--- src/rtl/nirdec_pkg.sv ---
`timescale 1ns / 1ps

package nirdec_pkg;

    // Configuration register widths and reset values
    localparam int CFG_W       = 16;
    localparam int CFG_INDEX_W = 3;

    localparam logic [CFG_W-1:0] LEADER_MIN_RST = 16'd8500;
    localparam logic [CFG_W-1:0] LEADER_MAX_RST = 16'd12500;
    localparam logic [CFG_W-1:0] ZERO_MIN_RST   = 16'd2000;
    localparam logic [CFG_W-1:0] ZERO_MAX_RST   = 16'd2500;
    localparam logic [CFG_W-1:0] ONE_MIN_RST    = 16'd4000;
    localparam logic [CFG_W-1:0] ONE_MAX_RST    = 16'd5000;

    // Register indexes on the configuration channel
    localparam logic [CFG_INDEX_W-1:0] REG_LEADER_MIN = 3'd0;
    localparam logic [CFG_INDEX_W-1:0] REG_LEADER_MAX = 3'd1;
    localparam logic [CFG_INDEX_W-1:0] REG_ZERO_MIN   = 3'd2;
    localparam logic [CFG_INDEX_W-1:0] REG_ZERO_MAX   = 3'd3;
    localparam logic [CFG_INDEX_W-1:0] REG_ONE_MIN    = 3'd4;
    localparam logic [CFG_INDEX_W-1:0] REG_ONE_MAX    = 3'd5;

    // Defaults for the top-level parameters
    localparam int FRAME_BITS_DEF     = 32;
    localparam int INTERVAL_WIDTH_DEF = 16;

    // Result fields
    localparam int STATUS_W  = 3;
    localparam int RAW_W     = 32;
    localparam int BYTE_W    = 8;
    localparam int RESULT_W  = STATUS_W + RAW_W + 2 * BYTE_W;
    localparam int OUT_TDATA_W = ((RESULT_W + 7) / 8) * 8;

    // Field positions inside the result tdata
    localparam int RAW_LSB  = STATUS_W;
    localparam int ADDR_LSB = RAW_LSB + RAW_W;
    localparam int KEY_LSB  = ADDR_LSB + BYTE_W;

    typedef enum logic [STATUS_W-1:0] {
        ST_NOTHING    = 3'd0,
        ST_LEADER     = 3'd1,
        ST_BIT_ERROR  = 3'd2,
        ST_FRAME_GOOD = 3'd3,
        ST_FRAME_BAD  = 3'd4
    } status_t;

endpackage

--- src/rtl/nec_ir_pulse_interval_decoder_top.sv ---
`timescale 1ns / 1ps

// NEC-style infrared pulse-interval decoder. Each input transfer carries one
// measured edge-to-edge interval in timer ticks; each one yields exactly one
// result transfer with a status code, the received frame and its address and
// command bytes (frame fields are zero unless a frame completes). An interval
// enters an input register, is classified against the six window registers
// and updates the frame state, and the result lands in an output register:
// the block takes one interval per cycle while the output side does not stall.
// The user must write the window registers over the configuration channel only
// while no interval is in flight; the block itself does not enforce it. Windows
// are inclusive, an empty window matches nothing and an interval in both bit
// windows decodes as a zero.
module nec_ir_pulse_interval_decoder_top
#(
    parameter int FRAME_BITS     = nirdec_pkg::FRAME_BITS_DEF,
    parameter int INTERVAL_WIDTH = nirdec_pkg::INTERVAL_WIDTH_DEF
)
(
    input  logic                                   clk,
    input  logic                                   rst_n,

    // Interval stream; tdata: interval [INTERVAL_WIDTH-1:0], zero pad above
    input  logic                                   s_tvalid,
    output logic                                   s_tready,
    input  logic [((INTERVAL_WIDTH+7)/8)*8-1:0]    s_tdata,

    // Result stream; tdata: status [2:0], raw_frame [34:3], address [42:35],
    // key_code [50:43], zero pad [55:51]
    output logic                                   m_tvalid,
    input  logic                                   m_tready,
    output logic [nirdec_pkg::OUT_TDATA_W-1:0]     m_tdata,

    // Configuration write channel
    input  logic                                   cfg_valid,
    output logic                                   cfg_ready,
    input  logic [nirdec_pkg::CFG_INDEX_W-1:0]     cfg_index,
    input  logic [nirdec_pkg::CFG_W-1:0]           cfg_data
);

    import nirdec_pkg::*;

    localparam int CMP_W = (INTERVAL_WIDTH > CFG_W) ? INTERVAL_WIDTH : CFG_W;
    localparam int CNT_W = $clog2(FRAME_BITS + 1);
    localparam logic [CFG_W-1:0] CFG_MASK = CFG_W'({INTERVAL_WIDTH{1'b1}});

    // Window registers
    logic [CFG_W-1:0] leader_min_reg, leader_max_reg;
    logic [CFG_W-1:0] zero_min_reg, zero_max_reg;
    logic [CFG_W-1:0] one_min_reg, one_max_reg;

    // Input stage
    logic                      in_vld_reg;
    logic [INTERVAL_WIDTH-1:0] in_iv_reg;

    // Frame state
    logic                  receiving_reg, receiving_next;
    logic [CNT_W-1:0]      bit_cnt_reg, bit_cnt_next;
    logic [FRAME_BITS-1:0] shift_reg, shift_next;

    // Output stage
    logic                   out_vld_reg;
    logic [RESULT_W-1:0]    out_res_reg, out_res_next;

    logic advance;

    // Configuration writes are always taken
    assign cfg_ready = 1'b1;

    always_ff @(posedge clk or negedge rst_n)
    begin
        if (!rst_n)
        begin
            leader_min_reg <= LEADER_MIN_RST;
            leader_max_reg <= LEADER_MAX_RST;
            zero_min_reg   <= ZERO_MIN_RST;
            zero_max_reg   <= ZERO_MAX_RST;
            one_min_reg    <= ONE_MIN_RST;
            one_max_reg    <= ONE_MAX_RST;
        end
        else if (cfg_valid)
        begin
            case (cfg_index)
                REG_LEADER_MIN: leader_min_reg <= cfg_data & CFG_MASK;
                REG_LEADER_MAX: leader_max_reg <= cfg_data & CFG_MASK;
                REG_ZERO_MIN:   zero_min_reg   <= cfg_data & CFG_MASK;
                REG_ZERO_MAX:   zero_max_reg   <= cfg_data & CFG_MASK;
                REG_ONE_MIN:    one_min_reg    <= cfg_data & CFG_MASK;
                REG_ONE_MAX:    one_max_reg    <= cfg_data & CFG_MASK;
                default:        ;
            endcase
        end
    end

    // Advance the input stage whenever the output register is free or drains
    assign advance  = in_vld_reg && (!out_vld_reg || m_tready);
    assign s_tready = !in_vld_reg || advance;
    assign m_tvalid = out_vld_reg;
    assign m_tdata  = OUT_TDATA_W'(out_res_reg);

    // Capture the input transfer
    always_ff @(posedge clk or negedge rst_n)
    begin
        if (!rst_n)
        begin
            in_vld_reg <= 1'b0;
        end
        else if (s_tready)
        begin
            in_vld_reg <= s_tvalid;
        end
    end

    always_ff @(posedge clk)
    begin
        if (s_tvalid && s_tready)
        begin
            in_iv_reg <= s_tdata[INTERVAL_WIDTH-1:0];
        end
    end

    // Classify the interval and update the frame state
    always_comb
    begin
        logic [CMP_W-1:0]  iv;
        logic              in_leader, in_zero, in_one;
        logic [63:0]       wide;
        logic [RAW_W-1:0]  raw;
        logic [BYTE_W-1:0] addr, addr_n, cmd, cmd_n;
        status_t           status;

        iv        = CMP_W'(in_iv_reg);
        in_leader = (iv >= CMP_W'(leader_min_reg)) && (iv <= CMP_W'(leader_max_reg));
        in_zero   = (iv >= CMP_W'(zero_min_reg)) && (iv <= CMP_W'(zero_max_reg));
        in_one    = (iv >= CMP_W'(one_min_reg)) && (iv <= CMP_W'(one_max_reg));

        receiving_next = receiving_reg;
        bit_cnt_next   = bit_cnt_reg;
        shift_next     = shift_reg;
        status         = ST_NOTHING;
        raw            = '0;
        addr           = '0;
        cmd            = '0;
        wide           = '0;
        addr_n         = '0;
        cmd_n          = '0;

        if (!receiving_reg)
        begin
            // Idle: a leader opens a frame, anything else keeps idle
            if (in_leader)
            begin
                receiving_next = 1'b1;
                shift_next     = '0;
                status         = ST_LEADER;
            end
            bit_cnt_next = '0;
        end
        else if (in_zero || in_one)
        begin
            // Shift in the bit, first bit ends up most significant
            shift_next   = {shift_reg[FRAME_BITS-2:0], !in_zero};
            bit_cnt_next = bit_cnt_reg + CNT_W'(1);
            if (bit_cnt_next == CNT_W'(FRAME_BITS))
            begin
                receiving_next = 1'b0;
                bit_cnt_next   = '0;
                wide           = 64'(shift_next);
                raw            = wide[RAW_W-1:0];
                addr           = raw[31:24];
                addr_n         = raw[23:16];
                cmd            = raw[15:8];
                cmd_n          = raw[7:0];
                status         = ((addr == ~addr_n) && (cmd == ~cmd_n)) ?
                                 ST_FRAME_GOOD : ST_FRAME_BAD;
            end
        end
        else
        begin
            // Drop the frame on an out-of-window interval
            receiving_next = 1'b0;
            bit_cnt_next   = '0;
            shift_next     = '0;
            status         = ST_BIT_ERROR;
        end

        out_res_next = {cmd, addr, raw, status};
    end

    always_ff @(posedge clk or negedge rst_n)
    begin
        if (!rst_n)
        begin
            receiving_reg <= 1'b0;
            bit_cnt_reg   <= '0;
            shift_reg     <= '0;
            out_vld_reg   <= 1'b0;
        end
        else
        begin
            if (advance)
            begin
                receiving_reg <= receiving_next;
                bit_cnt_reg   <= bit_cnt_next;
                shift_reg     <= shift_next;
                out_vld_reg   <= 1'b1;
            end
            else if (m_tready)
            begin
                out_vld_reg <= 1'b0;
            end
        end
    end

    // Load the result register
    always_ff @(posedge clk)
    begin
        if (advance)
        begin
            out_res_reg <= out_res_next;
        end
    end

endmodule

--- config.mk ---
export PLATFORM = sky130hd
export DESIGN_NAME = nec_ir_pulse_interval_decoder_top
export DESIGN_NICKNAME = d
export VERILOG_FILES = /design/src/rtl/nirdec_pkg.sv /design/src/rtl/nec_ir_pulse_interval_decoder_top.sv
export SDC_FILE = /design/constraint.sdc
export NUM_CORES = 1
export LEC_CHECK = 0
export BUFFER_PORTS_ARGS = -buffer_cell sky130_fd_sc_hd__buf_4
export CAP_MARGIN = 10
export CORE_MARGIN = 2
export CORE_UTILIZATION = 31
export CTS_BUF_LIST = sky130_fd_sc_hd__clkbuf_4
export DETAILED_ROUTE_END_ITERATION = 16
export RECOVER_POWER = 25
export SLEW_MARGIN = 0
export SYNTH_ARGS = -nofsm -noshare
export SYNTH_HDL_FRONTEND = slang
export SYNTH_SLANG_ARGS = --single-unit
--- constraint.sdc ---
create_clock -name clk -period 3.5 [get_ports clk]
set_clock_uncertainty 0.2 [all_clocks]
set_input_delay 0 -clock clk [delete_from_list [all_inputs] [get_ports clk]]
set_output_delay 0 -clock clk [all_outputs]
set_load 0.005 [all_outputs]
# == Word level (Yosys, flattened, before mapping) ==
# Cells that the tools add are included.
# totals
regBits,203
inputBits,40
out_inout_bits,59
wordCells,71
# op_classes
n_mux,17
n_addsub,1
n_reduce_logical,23
eq_ne,8
n_bitwise,2
magnitude_cmp,6
# ops
op,n
31-bit two-way mux,3
16-bit >= comparator,3
16-bit less-or-equal comparator,3
6-bit two-way mux,3
8-bit equality test,2
8-bit inverter,2
2-bit AND reduction,7
3-bit two-way mux,4
1-bit two-way mux,7
"6-bit by 1-bit adder with 6-bit output, second input constant",1
"3-bit by 2-bit equality test with 1-bit output, second input constant",2
"3-bit equality test, second input constant",2
"6-bit equality test, second input constant",1
1-bit logical AND,6
2-bit nonzero test,2
"3-bit by 1-bit equality test with 1-bit output, second input constant",1
1-bit logical NOT,3
3-bit logical NOT,1
1-bit logical OR,3
3-bit AND reduction,1

# == Logic depth before layout (Yosys ltp) ==
# Gate-level depths: netlist (run 1).
# logic_depth
depth_word,10
mapped_depth,11
mapped_depth_nobuf,10

# == Worst setup path after synthesis (run 1) ==
# OpenSTA, ideal clock, no wires.
# synth_timing
path_type,flip-flop to flip-flop
from,reg one_max_reg[12]
to,reg shift_reg[10]
required_time_ns,3.234
stages_incl_launch_ff,12
arrival_time_ns,2.521
period_less_slack_ns,2.788
path_buffers,1
setup_time_ns,0.066
slack_ns,0.712
cell_sequence,dfstp_2 -> inv_1 -> ha_1 -> nand3_1 -> or3_4 -> nor3_2 -> nor2_1 -> a211o_1 -> and2_4 -> nor3_4 -> buf_6 -> a22o_1
# synth_between
elab_chain_len,5
# synth_lines
element,line,source
from (decl),nec_ir_pulse_interval_decoder_top.sv:50,"logic [CFG_W-1:0] one_min_reg, one_max_reg;"
from (signal assigned),nec_ir_pulse_interval_decoder_top.sv:89,REG_ONE_MAX: one_max_reg <= cfg_data & CFG_MASK;
16-bit less-or-equal comparator,nec_ir_pulse_interval_decoder_top.sv:135,in_one = (iv >= CMP_W'(one_min_reg)) && (iv <= CMP_W'(one_max_reg));
1-bit logical AND,nec_ir_pulse_interval_decoder_top.sv:135,
1-bit logical OR,nec_ir_pulse_interval_decoder_top.sv:159,else if (in_zero || in_one)
31-bit two-way mux,nec_ir_pulse_interval_decoder_top.sv:159,
31-bit two-way mux,nec_ir_pulse_interval_decoder_top.sv:148,if (!receiving_reg)
to (signal assigned),nec_ir_pulse_interval_decoder_top.sv:205,shift_reg <= shift_next;
to (decl),nec_ir_pulse_interval_decoder_top.sv:59,"logic [FRAME_BITS-1:0] shift_reg, shift_next;"
# Every way passes these cells.
# A chain may end at the register's enable or synchronous reset.

# == Final worst setup path (run 1) ==
# layout_timing
from,reg in_iv_reg[10]
to,"reg out_res_reg[35], data pin"
# layout_between
elab_chain_len,4
elab_cells_between_ends,8
classes_between,4 x order compare; 4 x reduce/logical
# layout_lines
element,line,source
from (decl),nec_ir_pulse_interval_decoder_top.sv:54,logic [INTERVAL_WIDTH-1:0] in_iv_reg;
from (signal assigned),nec_ir_pulse_interval_decoder_top.sv:118,in_iv_reg <= s_tdata[INTERVAL_WIDTH-1:0];
16-bit >= comparator (tied with other cells),nec_ir_pulse_interval_decoder_top.sv:134,in_zero = (iv >= CMP_W'(zero_min_reg)) && (iv <= CMP_W'(zero_max_reg));
"1-bit logical AND, on equally long branches","nec_ir_pulse_interval_decoder_top.sv:134, nec_ir_pulse_interval_decoder_top.sv:135",
1-bit logical OR *,nec_ir_pulse_interval_decoder_top.sv:159,
3-bit AND reduction (no source line) *,--,
to (signal assigned),nec_ir_pulse_interval_decoder_top.sv:220,out_res_reg <= out_res_next;
to (decl),nec_ir_pulse_interval_decoder_top.sv:63,"logic [RESULT_W-1:0] out_res_reg, out_res_next;"
# Every way passes the cells marked *; elsewhere a longest branch is shown, timed or not.

==> impl_metrics.csv, run 1 <==
group,metric,value,unit
status,status,"finished, violations left",
status,violations,"max-capacitance violations, max-slew violations",
power,switching_share,34.0,%
cts,cts_inserted_buffers,17,
finish,nFillCells,2925,
global_routing,track_usage,15.3,%
power,total_leakage_power,0.00547,uW
cts,ctsRootBufferMaster,"clkbuf_4",
sta,slew_viol_final,30,
critical_path,cp_data_arrival_time,3520,ps
route,drt_pass1_iterations,4,
yosys,synth_xor_area_share,1.55,%
route,drt-total-wl,24100,um
placed_design,place_hpwl,16700,um
yosys,ys_async_sr_fraction,72.7,%
sta,post-route-period-util,92.4,%
die,num_rows,64,
finish,final_common_cell,"dfrtp_1",
finish,drive_above_1_share,20.6,%
critical_path,crit_type,"flip-flop to flip-flop",
sta,rsz0062_at_grt,"false",
yosys,synth-edff-count,51,
yosys,synth_top_family_by_area,"adder cells",
yosys,synth_simple_gate_area_share,10.8,%
finish,regArea,4980,um^2
sta,finalHoldViolCount,0,
flow_run,maxCapViolations,1,
die,start_util,31.5,%
cts,cts.clk_slew.worst_paths,210,ps
sta,period_needed,3230,ps
power,internal_power,3560,uW
critical_path,critPathMaxFanout,32,
power,power_frac_seq,50.8,%
power,clockPowerShare,23.7,%
placed_design,dpl.cell_count,1328,
sta,worst_slew_pin_slew,2310,ps
power,switching_power,1830,uW
yosys,syn_area,9600,um^2
sta,max-slew-margin-rel,-54.0,%
sta,setup_violations,0,
die,num_io_pins,99,
sta,final.setup.tns,0,ps
global_routing,antenna_found_initial,1,
route,wl_per_cell,16.6,um
finish,final_cell_mix,"103 x dfrtp_1, 98 x ha_1, 95 x inv_1, 89 x dlygate4sd3_1, 88 x buf_4",
finish,num-nets-final,1179,
yosys,synth_seq_cells,187,
die,die_w,180,um
route,viasPerCell,4.72,
power,combPwrFrac,25.5,%
global_routing,grt_pass1_vias,7132,
yosys,syn_area_per_cell,11.1,um^2
yosys,synth-compound-area-share,12.0,%
power,ir_drop,0.238,mV
global_routing,overflow,0,
sta,fmax,0.309,GHz
cts,postCtsSetupBuffers,0,
die,coreArea,30500,um^2
power,p_per_area,453,nW/um^2
cts,clock_latency,620,ps
critical_path,worst_setup_path_end_kind,"flip-flop",
yosys,synth_cell_type_count,50,
finish,fin_cells,1451,
route,vias,6851,
yosys,synthCells,866,
yosys,yosys_most_used_dff,"dfrtp_1",
global_routing,grt_max_degree,69,
critical_path,worstSetupStartpointType,"flip-flop",
global_routing,grt_pass1_wl,39000,um
die,dieArea,32400,um^2
route,detail-route-antenna-nets,0,
finish,multi_input_area,4020,um^2
worst_hold_path,hold_class,"input pin to flip-flop",
yosys,synth_seq_area_share,51.8,%
cts,cts_buffer_depth,2,
yosys,synth_mux_area_share,4.22,%
yosys,yosys_warnings,0,
yosys,yosys.area_share.adder,12.8,%
critical_path,rrSetupSlack,270,ps
route,post-route-drc-count,0,
cts,cts.sinks,187,
placed_design,io_buffers,92,
cts,cts_tree,"yes",
cts,cts-htree-levels,4,
finish,largest_register_ffs,35,
placed_design,gp_congestion,0.873,
route,drt_iter0_drc,343,
finish,syn2layout_area_growth,24.0,%
critical_path,worstPathRequired,3780,ps
die,die-height,180,um
## cells by family (layout without fill, tap and decap cells)
| kind of cell | after synthesis | in the layout |
|---|---|---|
| AO/OA/AOI/OAI | 181 | 181 |
| XOR/XNOR | 17 | 17 |
| adder cells (fa/ha/maj) | 98 | 98 |
| buffers and inverters | 142 | 326 |
| flip-flops | 187 | 187 |
| multiplexers | 36 | 36 |
| other | 2 | 7 |
| AND/OR/NAND/NOR | 203 | 203 |
## synth_stat cells, types with 13 or more instances
cell type | n | area [um^2]
a21o_1 | 15 | 113
a21oi_1 | 31 | 155
a22o_1 | 32 | 280
and2_1 | 33 | 206
buf_4 | 22 | 165
clkbuf_1 | 19 | 71.3
dfrtp_1 | 103 | 2580
dfstp_2 | 33 | 867
edfxtp_1 | 51 | 1530
ha_1 | 98 | 1230
inv_1 | 95 | 357
mux2_2 | 36 | 405
nand2_1 | 82 | 308
nand3_1 | 19 | 95.1
nand4_1 | 21 | 131
nor2_1 | 13 | 48.8
o21ai_0 | 71 | 355
xor2_1 | 17 | 149
## final timing paths
| check | start | cells past startpoint | endpoint |
|---|---|---|---|
| worst max-delay path | in_iv_reg[10] | 9 | out_res_reg[35] |
| worst min-delay path | cfg_data[2] | 4 | zero_min_reg[2] |
| worst max register to register | in_iv_reg[10] | 9 | out_res_reg[35] |
| worst min register to register | in_vld_reg | 1 | m_tvalid |
| max in group asynchronous | rst_n | 4 | one_min_reg[15] |
| min in group asynchronous | rst_n | 3 | leader_max_reg[12] |
## cell type report
cell class              count  area share [%]
multi-input cells         541            33.8
clock inverters            15            1.59
clock buffers              17            1.07
flip-flops and latches    187            41.8
diodes                      1          0.0210
well taps                 396            4.16
inverters                  95            3.00
repair buffers            199            14.6
## power by group through the flow
| stage | Clock, uW | Combinational (uW) | Sequential, uW |
|---|---|---|---|
| finish | 1280 | 1370 | 2740 |
| global placement | 0 | 1270 | 2780 |
| global route | 1400 | 1560 | 2780 |
| detailed placement | 0 | 1290 | 2790 |
| CTS | 1310 | 1390 | 2740 |
| floorplan | 0 | 853 | 2750 |
## metrics by stage
stage	instance area (um^2)	setup slack (ps)	hold slack, ps	util, %	total power (uW)
floorplan	9610	712	-496	-	3600
global placement	10700	-21.6	-21.1	35.0	4050
detailed placement	10700	-95.5	-20.5	35.0	4080
CTS	11900	205	4.34	39.0	5440
global route	11900	19.8	15.5	39.0	5740
finish	11900	266	54.3	39.0	5390
## repair_timing
action / in CTS / in global routing
endpoints found under the hold margin: 252 / 2
pin swaps: 0 / 1
setup endpoints to repair: 32 / 2
gates resized for setup: 1 / 1
hold buffers: 89 / 1
## critical path: stages, from the launching register on
cell	delay, ps
edfxtp_1	560
ha_1	330
nand3_1	120
or3_4	420
nor3_2	210
nor2_1	60
a211o_1	330
and2_4	180
nor2_4	440
and2_1	210
## layer usage
layer / track usage, % / vias up / routed length, um
li1: - / 3379 / -
met1: 20.5 / 3349 / 11500
met2: 25.9 / 104 / 11600
met3: 2.11 / 19 / 640
met4: 4.39 / 0 / 351
met5: 0 / - / 0
No activity file was read; power rests on OpenSTA's default activity.
==> run 2, diff against run 1 <==
Settings changed: CORE_MARGIN 2 to 10.
==> run 2 against run 1 <==
Final cell count is 0.83% higher. Critical endpoint is now bit_cnt_reg[0]. Clock power is 9% higher. Largest cell class unchanged. Core utilization is 0.25 points higher. Final area is 0.91% higher. Sequential share of layout area is 0.38 points lower. Worst hold slack worse by 15 ps. Clock-buffer cell count stayed put. Register-to-register slack hardly changed. The run still ends with max-capacitance violations, max-slew violations left. Via count hardly changed. Total power is 1.8% higher. Global-route usage is 2.6 points lower.
==> impl_metrics.csv, run 2 (same netlist as run 1, synthesis figures left out) <==
group,metric,value,unit
status,status,"finished, violations left",
status,violations,"max-capacitance violations, max-slew violations",
placed_design,io_buffers,92,
power,ir_drop,0.212,mV
placed_design,dpl.cell_count,1333,
sta,rsz0062_at_grt,"false",
power,switching_share,31.5,%
route,viasPerCell,4.69,
worst_hold_path,holdPathEnd,"leader_max_reg[9]",
worst_hold_path,hp-start,"cfg_data[9]",
cts,clock_latency,600,ps
route,drt_iter0_drc,431,
sta,fmax,0.309,GHz
power,power_frac_seq,49.9,%
sta,worst_slew_pin_slew,1910,ps
sta,layout_setup_ws,262,ps
critical_path,timing.rr.end,"bit_cnt_reg[0]",
cts,cts_tree,"yes",
placed_design,place_hpwl,16700,um
power,switching_power,1730,uW
sta,finalHoldViolCount,0,
route,detail-route-antenna-nets,0,
power,internal_power,3760,uW
critical_path,worstSetupStartpointType,"flip-flop",
route,drt_pass1_iterations,8,
die,die_w,196,um
critical_path,rrSetupSlack,260,ps
power,power.total,5490,uW
sta,holdWs,39.4,ps
cts,cts_inserted_buffers,17,
sta,max-slew-margin-rel,-27.2,%
route,wl_per_cell,16.3,um
sta,slew_viol_final,30,
critical_path,worst-r2r-cell-count,10,
cts,ctsRootBufferMaster,"clkbuf_4",
die,die-height,196,um
die,start_util,31.4,%
finish,final_util,39.3,%
route,post-route-drc-count,0,
finish,fin_cells,1463,
die,num_io_pins,99,
cts,cts.sinks,187,
critical_path,r2r_start,"in_iv_reg[9]",
critical_path,critPathMaxFanout,6,
sta,setup_violations,0,
flow_run,maxCapViolations,1,
cts,postCtsSetupBuffers,0,
critical_path,crit_buf_inv,1,
critical_path,cpPeakStageDelay,570,ps
finish,num-nets-final,1191,
finish,largest_register_ffs,35,
worst_hold_path,hold_class,"input pin to flip-flop",
power,clockPowerShare,25.3,%
power,p_per_area,457,nW/um^2
die,coreArea,30600,um^2
placed_design,pre_cts_slack,-55.0,ps
die,num_rows,64,
global_routing,grt_pass1_wl,39200,um
critical_path,cp_slowest_cell,"edfxtp_1",
global_routing,antenna_found_initial,1,
cts,cts-htree-levels,4,
global_routing,grt_max_degree,56,
worst_hold_path,hold_depth,4,
critical_path,path_delay_family,"compound AO/OA/AOI/OAI gates",
finish,final_common_cell,"dfrtp_1",
global_routing,overflow,0,
cts,cts.clk_slew.worst_paths,180,ps
sta,period_needed,3240,ps
finish,drive_above_1_share,20.6,%
critical_path,worstPathRequired,3810,ps
critical_path,cp_data_arrival_time,3550,ps
placed_design,gp_congestion,0.824,
power,total_leakage_power,0.00553,uW
cts,cts_buffer_depth,2,
route,vias,6855,
finish,final_cell_mix,"103 x dfrtp_1, 98 x ha_1, 96 x dlygate4sd3_1, 95 x inv_1, 91 x buf_4",
critical_path,crit_chain,"ha_1 -> nand4_1 -> nor4_1 -> nor3_1 -> o31a_1 -> a211o_1 -> buf_4 -> a21oi_1 -> nand3_1 -> o21ai_0",
global_routing,grt_pass1_vias,7224,
critical_path,crit_type,"flip-flop to flip-flop",
power,combPwrFrac,24.8,%
die,dieArea,38400,um^2
global_routing,track_usage,12.7,%
route,drt-total-wl,23900,um
finish,syn2layout_area_growth,25.1,%
sta,post-route-period-util,92.5,%
critical_path,worst_setup_path_end_kind,"flip-flop",
-- run 2: cell count changes in the layout (fill, tap and decap cells not counted), sizes merged --
cell         delta
clkinvlp        -2
inv             +2
buf             +2
dlygate4sd3     +7
bufinv          +3
clkinv          -3
clkbuf          +3
-- run 2: stage by stage --
stage	setup TNS (ps)	instance area, um^2
after global placement	0	10700
after detailed placement	-1120	10700
final	0	12000
after floorplan	0	9610
after global routing	0	12000
after CTS	0	12100
-- run 2: worst max path at each step --
stage | to | start | cells past startpoint | slack, ps
floorplan | shift_reg[10] | one_max_reg[12] | 11 | 710
global placement | out_res_reg[0] | one_max_reg[12] | 10 | 10
detailed placement | out_res_reg[23] | one_max_reg[12] | 10 | -50
CTS | out_res_reg[23] | in_iv_reg[9] | 9 | 220
global route | bit_cnt_reg[0] | in_iv_reg[9] | 10 | 50
finish | bit_cnt_reg[0] | in_iv_reg[9] | 10 | 260
-- run 2: worst register-to-register path, delay by kind of cell, from the launching register on --
family / cells / cell delay (ps)
flip-flops: 1 / 570
AO/OA/AOI/OAI: 4 / 1020
adder cells (fa/ha/maj): 1 / 360
AND/OR/NAND/NOR: 4 / 840
buffers and inverters: 1 / 170
-- run 2: layer usage --
layer	GRT usage [%]	vias to the layer above	wire length (um)
li1	-	3390	-
met1	16.2	3326	11100
met3	2.11	25	734
met5	0	-	0
met2	21.4	114	11600
met4	4.24	0	430
-- run 2: power groups by stage --
stage	Clock, uW	Combinational, uW	Sequential, uW
5_1_grt	1520	1570	2770
3_5_place_dp	0	1260	2780
6_report	1390	1360	2740
4_1_cts	1430	1380	2740
3_3_place_gp	0	1230	2780
2_1_floorplan	0	853	2750
-- run 2: final cells by class --
class                           count  area [um^2]
Fill cell                        3044        18600
Clock buffer                       17          128
Multi-Input combinational cell    541         4020
Timing Repair Buffer              211         1820
Sequential cell                   187         4980
Antenna cell                        1         2.50
Clock inverter                     15          218
Inverter                           95          357
Tap cell                          396          495
-- run 2: what timing repair did --
item,in CTS,in global routing
setup endpoints to repair,32,0
endpoints found under the hold margin,262,0
gates resized for setup,1,0
hold buffers,97,0
==> run 3, diff against run 2 <==
Settings changed: CTS_BUF_LIST sky130_fd_sc_hd__clkbuf_4 to sky130_fd_sc_hd__clkbuf_4 sky130_fd_sc_hd__clkbuf_8.
==> run 3 against run 2 <==
The flow still finishes with violations (max-capacitance violations, max-slew violations). First-iteration DRC count up 14%. Die area unchanged. Critical path depth down 1. Critical path type unchanged. Sequential power about the same. Highest routed layer unchanged. Largest cell class unchanged.
==> impl_metrics.csv, run 3 (same netlist as run 1, synthesis figures left out) <==
group,metric,value,unit
sta,layout_setup_ws,293,ps
route,post-route-drc-count,0,
power,internal_power,3940,uW
critical_path,timing.rr.end,"out_res_reg[23]",
sta,rsz0062_at_grt,"false",
route,wl_per_cell,16.3,um
finish,num-nets-final,1146,
critical_path,worstPathRequired,3630,ps
critical_path,worstSetupStartpointType,"flip-flop",
route,drt-total-wl,23000,um
cts,cts_tree,"yes",
sta,post-route-period-util,91.6,%
finish,largest_register_ffs,35,
sta,max-slew-margin-rel,-50.7,%
finish,final_util,38.1,%
status,violations,"max-capacitance violations, max-slew violations",
placed_design,io_buffers,92,
worst_hold_path,hold_class,"input pin to flip-flop",
power,p_per_area,487,nW/um^2
cts,cts_buffer_depth,2,
cts,ctsRootBufferMaster,"clkbuf_8",
cts,cts-htree-levels,4,
route,drt_pass1_iterations,5,
die,die-height,196,um
power,combPwrFrac,23.1,%
worst_hold_path,hold_depth,2,
critical_path,path_delay_family,"simple AND/OR/NAND/NOR gates",
die,dieArea,38400,um^2
worst_hold_path,holdPathEnd,"in_iv_reg[3]",
power,ir_drop,0.227,mV
sta,period_needed,3210,ps
finish,drive_above_1_share,20.4,%
flow_run,maxCapViolations,1,
critical_path,cpPeakStageDelay,550,ps
finish,antenna_cells,0,
global_routing,grt_max_degree,55,
global_routing,antenna_found_initial,0,
finish,syn2layout_area_growth,21.5,%
cts,cts.clk_slew.worst_paths,110,ps
die,coreArea,30600,um^2
placed_design,pre_cts_slack,-55.0,ps
critical_path,cp_data_arrival_time,3330,ps
power,switching_share,30.6,%
global_routing,track_usage,12.3,%
critical_path,crit_chain,"ha_1 -> nand4_1 -> nor4_1 -> nor3_1 -> o31a_1 -> a211o_1 -> and2_4 -> nor2_4 -> and2_1",
die,num_io_pins,99,
sta,fmax,0.312,GHz
finish,nFillCells,3034,
critical_path,cp_slowest_cell,"edfxtp_1",
critical_path,rrSetupSlack,290,ps
sta,worst_slew_pin_slew,2260,ps
status,status,"finished, violations left",
global_routing,grt_pass1_wl,37900,um
route,viasPerCell,4.70,
route,drt_iter0_drc,491,
critical_path,crit_type,"flip-flop to flip-flop",
die,num_rows,64,
route,detail-route-antenna-nets,0,
die,die_w,196,um
cts,cts_inserted_buffers,17,
critical_path,worst-r2r-cell-count,9,
finish,final_common_cell,"dfrtp_1",
worst_hold_path,hp-start,"s_tdata[3]",
sta,slew_viol_final,41,
route,vias,6658,
global_routing,grt_pass1_vias,7043,
cts,cts.sinks,187,
critical_path,r2r_start,"in_iv_reg[9]",
finish,final_cell_mix,"103 x dfrtp_1, 98 x ha_1, 95 x inv_1, 82 x nand2_1, 70 x o21ai_0",
sta,setup_violations,0,
sta,finalHoldViolCount,0,
global_routing,overflow,0,
critical_path,worst_setup_path_end_kind,"flip-flop",
die,start_util,31.4,%
power,total_leakage_power,0.00535,uW
power,switching_power,1740,uW
critical_path,crit_buf_inv,0,
critical_path,critPathMaxFanout,32,
cts,clock_latency,470,ps
power,clockPowerShare,28.6,%
placed_design,place_hpwl,16700,um
placed_design,gp_congestion,0.824,
power,power_frac_seq,48.3,%
[run 3: cell types whose count changed in the layout (fill, tap and decap cells not counted), moves of 4 or more]
cell	previous run	this run
dlygate4sd3_1	96	51
clkbuf_8	0	17
clkbuf_4	35	39
clkbuf_1	5	16
buf_4	91	56
[run 3: cell type report]
type,instances,area [um^2],share of cell area (%)
flip-flops and latches,187,4980,42.7
multi-input cells,541,4020,34.5
repair buffers,166,1360,11.7
well taps,396,495,4.25
inverters,95,357,3.06
clock buffers,17,234,2.01
clock inverters,15,218,1.87
[run 3: power by group through the flow]
stage | registers [uW] | clock network (uW) | logic (uW)
after global routing | 2770 | 1760 | 1520
after detailed placement | 2780 | 0 | 1260
after CTS | 2740 | 1670 | 1330
after floorplan | 2750 | 0 | 853
final | 2740 | 1620 | 1310
after global placement | 2780 | 0 | 1230
[run 3: repair_timing]
| item | in CTS | in global routing |
|---|---|---|
| resized for setup | 1 | 0 |
| hold buffers | 52 | 0 |
| endpoints found under the setup margin | 32 | 0 |
| setup buffers | 0 | 0 |
| hold endpoints to repair | 244 | 0 |
[run 3: through the flow]
step	power (uW)	area (um^2)	std cells	hold WS [ps]	setup TNS [ps]
after floorplan	3600	9610	870	-496	0
after global placement	4000	10700	1333	-77.8	0
after detailed placement	4040	10700	1333	-72.4	-1120
after CTS	5740	11700	1417	16.1	0
after global routing	6050	11700	1417	57.6	0
final	5670	11700	1417	74.9	0
[run 3: per-layer routing]
layer	GRT usage (%)	part of all wire [%]	vias to the layer above
li1	-	-	3290
met1	16.0	47	3216
met2	20.3	48	127
met3	1.86	3.3	25
met4	4.02	1.7	0
met5	0	0	-
[run 3: how the worst max path moves through the flow]
| stage | to | slack [ps] | startpoint | cells past startpoint |
|---|---|---|---|---|
| CTS | out_res_reg[23] | 240 | in_iv_reg[9] | 9 |
| finish | out_res_reg[23] | 290 | in_iv_reg[9] | 9 |
| floorplan | shift_reg[10] | 710 | one_max_reg[12] | 11 |
| detailed placement | out_res_reg[23] | -50 | one_max_reg[12] | 10 |
| global placement | out_res_reg[0] | 10 | one_max_reg[12] | 10 |
| global route | bit_cnt_reg[0] | 70 | in_iv_reg[9] | 10 |
[run 3: worst register-to-register path, stage by stage (launching register included)]
cell	delay (ps)
edfxtp_1	550
ha_1	360
nand4_1	160
nor4_1	390
nor3_1	90
o31a_1	130
a211o_1	290
and2_4	210
nor2_4	460
and2_1	220
